**config.mk**
```make
export PLATFORM = sky130hd
export DESIGN_NAME = rsq_ctrl
export DESIGN_NICKNAME = d
export VERILOG_FILES = /design/src/design/rsq_pkg.sv /design/src/design/rsq_ctrl.sv
export SDC_FILE = /design/constraint.sdc
export NUM_CORES = 1
export LEC_CHECK = 0
export BUFFER_PORTS_ARGS = -buffer_cell sky130_fd_sc_hd__clkbuf_2
export CORE_MARGIN = 4
export CORE_UTILIZATION = 39
export DETAILED_ROUTE_END_ITERATION = 12
export HOLD_SLACK_MARGIN = 0.05
export PLACE_DENSITY = 0.72
export SLEW_MARGIN = 20
export SYNTH_ARGS = -nofsm -noshare
export SYNTH_HDL_FRONTEND = slang
export SYNTH_SLANG_ARGS = --single-unit
```
**constraint.sdc**
```tcl
create_clock -name i_clk -period 1.4 [get_ports i_clk]
set_input_delay 0.07 -clock i_clk [delete_from_list [all_inputs] [get_ports i_clk]]
set_output_delay 0.07 -clock i_clk [all_outputs]
set_load 0.02 [all_outputs]
```
**src/design/rsq_pkg.sv**
```systemverilog
// Shared types and constants for the rate step quantizer.
// Used by rsq_ctrl, rsq_datapath and rate_step_quantizer_unit; depends on nothing.
package rsq_pkg;

    localparam int CFG_IDX_W = 4;

    localparam logic [CFG_IDX_W-1:0] REG_MIN_STEP = 4'd0;
    localparam logic [CFG_IDX_W-1:0] REG_ERR_THR  = 4'd1;
    localparam logic [CFG_IDX_W-1:0] REG_ANCHOR0  = 4'd2;

    localparam int THR_W  = 24;
    localparam int FRAC_W = 16;

    typedef logic [1:0] t_status;
    localparam t_status ST_OK        = 2'd0;
    localparam t_status ST_NO_ANCHOR = 2'd1;
    localparam t_status ST_OVERFLOW  = 2'd2;

    typedef enum logic [3:0] {
        S_IDLE,
        S_SCAN,
        S_CHECK,
        S_MUL_LO,
        S_MUL_HI,
        S_WRITE,
        S_LOOK,
        S_DIV,
        S_ROUND,
        S_READ,
        S_OUT
    } t_state;

    typedef struct packed {
        logic    accept;
        logic    scan_init;
        logic    scan_step;
        logic    walk_init;
        logic    mul_lo;
        logic    mul_hi;
        logic    walk_wr;
        logic    walk_next;
        logic    set_st;
        t_status st_code;
        logic    look;
        logic    div_step;
        logic    round;
        logic    rd;
    } t_cmd;

    typedef struct packed {
        logic cfg_hit;
        logic scan_last;
        logic top_zero;
        logic walk_last;
        logic walk_full;
        logic build_ok;
        logic need_div;
        logic div_last;
    } t_sts;

endpackage

```
**src/design/rsq_ctrl.sv**
```systemverilog
// Controller state machine of the rate step quantizer.
// Depends on rsq_pkg; drives rsq_datapath through t_cmd and reads t_sts.
module rsq_ctrl (
    input  logic          i_clk,
    input  logic          i_rst_n,
    input  logic          start,
    input  rsq_pkg::t_sts i_sts,
    output rsq_pkg::t_cmd o_cmd,
    output logic          busy,
    output logic          o_done
);
    import rsq_pkg::*;

    t_state r_state, n_state;
    logic   r_ready, n_ready;

    always_ff @(posedge i_clk) begin
        if (!i_rst_n) begin
            r_state <= S_IDLE;
            r_ready <= 1'b0;
        end else begin
            r_state <= n_state;
            r_ready <= n_ready;
        end
    end

    // Next state and the table-ready flag.
    always_comb begin
        n_state = r_state;
        n_ready = r_ready;
        unique case (r_state)
            S_IDLE: begin
                if (i_sts.cfg_hit) n_ready = 1'b0;
                if (start) n_state = r_ready ? S_LOOK : S_SCAN;
            end
            S_SCAN:   if (i_sts.scan_last) n_state = S_CHECK;
            S_CHECK: begin
                if (i_sts.top_zero) begin
                    n_ready = 1'b1;
                    n_state = S_OUT;
                end else begin
                    n_state = S_MUL_LO;
                end
            end
            S_MUL_LO: n_state = S_MUL_HI;
            S_MUL_HI: n_state = S_WRITE;
            S_WRITE: begin
                priority if (i_sts.walk_last) begin
                    n_ready = 1'b1;
                    n_state = S_LOOK;
                end else if (i_sts.walk_full) begin
                    n_ready = 1'b1;
                    n_state = S_OUT;
                end else begin
                    n_state = S_MUL_LO;
                end
            end
            S_LOOK: begin
                priority if (!i_sts.build_ok) n_state = S_OUT;
                else if (i_sts.need_div)      n_state = S_DIV;
                else                          n_state = S_READ;
            end
            S_DIV:    if (i_sts.div_last) n_state = S_ROUND;
            S_ROUND:  n_state = S_READ;
            S_READ:   n_state = S_OUT;
            S_OUT:    n_state = S_IDLE;
            default:  n_state = S_IDLE;
        endcase
    end

    // Commands to the datapath.
    always_comb begin
        o_cmd = '0;
        o_cmd.st_code = ST_OK;
        unique case (r_state)
            S_IDLE: begin
                o_cmd.accept    = start;
                o_cmd.scan_init = start && !r_ready;
            end
            S_SCAN:   o_cmd.scan_step = 1'b1;
            S_CHECK: begin
                o_cmd.walk_init = 1'b1;
                o_cmd.set_st    = i_sts.top_zero;
                o_cmd.st_code   = ST_NO_ANCHOR;
            end
            S_MUL_LO: o_cmd.mul_lo = 1'b1;
            S_MUL_HI: o_cmd.mul_hi = 1'b1;
            S_WRITE: begin
                o_cmd.walk_wr   = 1'b1;
                o_cmd.walk_next = !i_sts.walk_last && !i_sts.walk_full;
                o_cmd.set_st    = i_sts.walk_last || i_sts.walk_full;
                o_cmd.st_code   = i_sts.walk_last ? ST_OK : ST_OVERFLOW;
            end
            S_LOOK:   o_cmd.look     = 1'b1;
            S_DIV:    o_cmd.div_step = 1'b1;
            S_ROUND:  o_cmd.round    = 1'b1;
            S_READ:   o_cmd.rd       = 1'b1;
            S_OUT:    o_cmd = '0;
            default:  o_cmd = '0;
        endcase
    end

    assign busy   = (r_state != S_IDLE);
    assign o_done = (r_state == S_OUT);

endmodule

```
---- Word-level counts from Yosys, hierarchy flattened ----
Index checks and enable logic that the tools add are counted.
storage, ports and cells
  register bits after elaboration ......... 5
  output and inout port bits .............. 17
  logic and storage cells ................. 56
operators by class
  equality and inequality tests ........... 16
  muxes and demuxes ....................... 27
  reductions and logical operators ........ 11
operators with widths
  kind                  count
  $pmux W4 S10          1
  $mux W4               8
  $eq A4 B3 Y1 const B  4
  $eq A4 B4 Y1 const B  3
  $mux W1               12
  $ne A2 B2 Y1 const B  5
  $eq A4 B2 Y1 const B  2
  $mux W2               3
  $pmux W3 S2           1
  $eq A4 B1 Y1 const B  1
  $logic_not A4 Y1      1
  $reduce_and A4 Y1     1
  $reduce_bool A4 Y1    1
  $logic_not A1 Y1      3
  $mux W3               1
  $ne A3 B3 Y1 const B  1
  $pmux W1 S3           1
  $reduce_and A3 Y1     1
  $reduce_bool A3 Y1    1
  $logic_and A1 B1 Y1   2
  $logic_or A1 B1 Y1    1

---- Depth between registers and ports, before layout ----
  depth after elaboration ................. 3
  depth in mapped cells ................... 7
  depth with buffers taken out ............ 5

---- Least setup slack after synthesis ----
Ideal clock, no wire load.
  kind .................................... flip-flop to flip-flop
  start point ............................. register r_state[0]
  end point ............................... register r_ready
  library setup time ...................... 0.058 ns
  data arrival time ....................... 1.671 ns
  required time ........................... 1.342 ns
  slack ................................... -0.329 ns
  cell stages (with the launch flop) ...... 6
  path buffers ............................ 1
  period minus slack after synthesis ...... 1.729 ns
  path through ............................ dfxtp_1 buf_6 nand2b_1 nor3_1 a21bo_1 o21a_1
on the way
  word-level cells in the longest chain between the ends .. 3
  elaborated cells between the ends (all ways) .. 9
RTL lines
  item                                                  line            text
  from (decl)                                           rsq_ctrl.sv:14  t_state r_state, n_state;
  from (signal assigned)                                rsq_ctrl.sv:22  r_state <= n_state;
  $eq A4 B3 Y1, or another cell as far along            rsq_ctrl.sv:31  unique case (r_state)
  $ne A3 B3 Y1 (no line), or another cell as far along  n/a
  $reduce_and A4 Y1 (no line)                           n/a
  to (signal assigned)                                  rsq_ctrl.sv:23  r_ready <= n_ready;
  to (decl)                                             rsq_ctrl.sv:15  logic r_ready, n_ready;
Several ways; a longest one is shown, not always the timed one.
A chain may end at the register's enable or synchronous reset.

==> out/qor.txt <==
MIN PATH
--------------------------------------------------------------------------------
Hold crit path type                                                 input pin to flip-flop

STA
--------------------------------------------------------------------------------
Fin. Hold Viols                                                                0
Fraction of the cycle the final worst path needs                          110.0%
Slew at the pin with the worst max-slew slack                           420.7 ps
Final clock skew                                                        2.317 ps
Sum of negative setup slack                                            -653.6 ps
Count of final setup violators                                                10
RSZ-0062 raised after global routing                                         yes
Minimum hold slack                                                      74.80 ps
Time the final worst path needs with I/O delays and setup                1540 ps
Setup slack after layout                                               -140.5 ps
Final-report max-slew violation count                                          0
Slew HR                                                                   71.74%
Top achievable clock speed                                             649.2 MHz

WORST SETUP PATH
--------------------------------------------------------------------------------
Arr. time, crit path                                                     1470 ps
Chain of cells forming the critical path                            nor4_4 > buf_4 > and2_4 > nor2b_4 > buf_6
Largest delay share family, worst path                              simple AND/OR/NAND/NOR gates
Required @ worst endpoint                                                1330 ps
Kind of launch point of the worst setup path                           flip-flop
Number of buffers and inverters on the critical path                           2
Critical path endpoint category                                       output pin
Worst Setup Path Type                                               flip-flop to output pin
Largest stage delay on the critical path                                  360 ps
Maximum fanout along the worst path                                            4
Worst-path cell with the longest stage delay                             dfxtp_4

SYNTHESIS
--------------------------------------------------------------------------------
Commonest cells in the netlist                                      nor3_1 (8), nor2_1 (7), a21oi_1 (5), dfxtp_1 (5), nand2_1 (5)
Sequential-to-total area share from yosys stat                            17.66%
Count of mapped cells out of synthesis                                        76
Share of synthesized flip-flops with an asynchronous set or reset             0%
Post-synthesis instance area                                           566.8 µm²
Synthesized Nets                                                              87
Area share of the leading cell type in the synthesized netlist            17.66%
Number of enable-type register cells in the synthesized netlist                0
Top flip-flop cell by instance count after synthesis                     dfxtp_1
Synthesized area per cell                                              7.458 µm²
Most repeated cell in the gate-level netlist after synthesis              nor3_1
Distinct cell type count of the synthesized netlist                           33
Largest area contributor in the netlist                                  dfxtp_1
Post-synthesis sequential element count                                        5
Total of warnings raised by yosys                                              0
Synth top area cells                                                dfxtp_1 (18%), nor3_1 (7.1%), buf_6 (6.0%), nor2_1 (4.6%), a21oi_1 (4.4%)

DETAILED ROUTING
--------------------------------------------------------------------------------
Via-per-instance ratio                                                     5.858
Post-route DRC                                                                 0
Final antenna-violating net count                                              0
Number of DRC markers in iteration 0                                          39
Total number of vias                                                         826
1st-pass router iterations                                                     4
Final routed wirelength across all metal layers                          2293 µm
Routed len/inst                                                         16.26 µm

POWER AND IR DROP
--------------------------------------------------------------------------------
Internal power of the cells                                          0.0009220 W
Portion of total power attributed to combinational logic                   74.5%
Net Sw Frac                                                               41.14%
Power dissipated by switching net loads                              0.0006445 W
Proportion of power drawn by flip-flops and latches                        14.9%
Leakage power                                                          0.4982 nW
Worst IR Drop VDD                                                       949.6 µV
Clock power share                                                          10.6%
PwrDens                                                              1510 nW/µm²

CTS
--------------------------------------------------------------------------------
Number of H-tree levels                                                        1
Clock tree from TritonCTS                                                  built
Clock latency at the later pin of the worst-skew pair                     240 ps
Post-cts hold buffer count                                                     0
Buffer depth of the longest clock path                                         2
Num Clock Sinks                                                                5
CTS root buf                                                            clkbuf_4
Inserted Clock Buffers                                                         3
CTS clk-pin slew, worst paths                                              40 ps

FLOORPLANNING
--------------------------------------------------------------------------------
Initial Utilization                                                       42.50%
Num ports                                                                     28
Floorplan core area                                                     1334 µm²
Std-Cell Rows                                                                 13
Height of the die                                                       46.12 µm
Die footprint                                                           2127 µm²
Horizontal extent of the die                                            46.12 µm

PLACED DESIGN
--------------------------------------------------------------------------------
Number of buffer cells added on primary ports                                 27
Final RePlAce weighted congestion                                         0.8035
Total cell area at the placement stage                                 779.5 µm²
Detailed placer's ending HPWL                                            1279 µm
Worst setup slack before clock tree synthesis                          -42.79 ps

GRT
--------------------------------------------------------------------------------
Maximum number of pins on one net before global-route repair                  14
Wire length of the first global-routing pass                             2842 µm
Total global routing track utilization                                    17.79%
Overflow after GRT                                                             0
Initial antenna violation count                                                0
Via count of the first global-routing pass                                   696

RUN STATUS
--------------------------------------------------------------------------------
Run status                                                          complete, but fails checks
Violated checks                                                     setup timing

JOB
--------------------------------------------------------------------------------
Number of max-cap violations                                                   0

FINISH
--------------------------------------------------------------------------------
# diodes                                                                       0
Final instance area                                                     1037 µm²
Area growth, synth to finish                                              83.00%
Fraction of layout instances using a drive strength above 1               64.29%
Net count, final                                                             138

==> registers in the layout (all words and copies together), names as in the netlist <==
name	count
r_ready	1
r_state	4
==> cells by family (layout without fill, tap and decap cells) <==
kind of cell | after synthesis | after routing | synth area share, %
simple gates | 36 | 36 | 38.19
buf+inv | 11 | 61 | 13.02
mux | 2 | 2 | 3.532
compound gates | 22 | 22 | 27.59
flops | 5 | 5 | 17.66
==> cell usage in the layout (no fill, tap or decap), types with 2 or more instances in the layout <==
cell,n
o21ai_0,3
nor4_4,2
nand2b_4,4
nor2_1,5
clkbuf_4,3
inv_1,3
nor2b_1,3
mux2i_1,2
o21a_1,2
buf_6,9
nor3_1,5
buf_2,3
buf_4,27
nor2_2,4
o21ai_1,2
dfxtp_4,3
nor3_2,2
nand2_1,5
clkbuf_2,14
a21oi_1,4
==> per-layer routing <==
layer  global-route usage, %  up-vias  part of all wire, %
met5                       0        -                    0
met4                   4.545        0                  2.0
met3                   2.344        8                  7.5
met2                   31.87       55                   53
met1                   21.96      396                   38
li1                        -      367                    -
==> metrics by stage <==
| stage | power, W | std cells | utilization (%) |
|---|---|---|---|
| 2_1_floorplan | 0.0007288 | 76 | - |
| 3_3_place_gp | 0.0009597 | 124 | 58.44 |
| 3_5_place_dp | 0.0009747 | 124 | 58.44 |
| 4_1_cts | 0.001250 | 133 | 65.67 |
| 5_1_grt | 0.001650 | 141 | 77.77 |
| 6_report | 0.001567 | 141 | 77.77 |
==> tightest hold or removal path, stage by stage <==
cell	delay [ps]
clkbuf_2	110
nand2_1	60
nor2_1	40
==> area by class of cell <==
class,count,area [µm²]
multi-input combinational,60,475.5
timing repair buffer,53,389.1
fill,84,296.5
sequential,5,112.6
clock buffer,4,26.28
tap,15,18.77
inverter,4,15.01
==> power groups by stage <==
stage	logic (W)	registers [W]	clock network, W
6_report	0.00117	0.000234	0.000166
3_5_place_dp	0.000751	0.000224	0
4_1_cts	0.000855	0.000229	0.000166
5_1_grt	0.00123	0.000237	0.000179
2_1_floorplan	0.000529	0.000200	0
3_3_place_gp	0.000737	0.000222	0
==> worst paths after layout <==
path,from,end,slack (ps),cells after the start
worst min register to register,r_ready,r_ready,710,2
worst max-delay path,r_state[0],o_cmd[13],-140,5
worst min-delay path,i_rst_n,r_state[3],70,3
worst max register to register,r_state[0],r_state[1],-130,6
==> timing repair <==
action	4_1_cts	5_1_grt
resized for setup	12	41
endpoints found under the setup margin	17	14
setup buffers	5	9
hold endpoints to repair	0	0
pin swaps	3	10
Power figures use the tool's default switching activity.
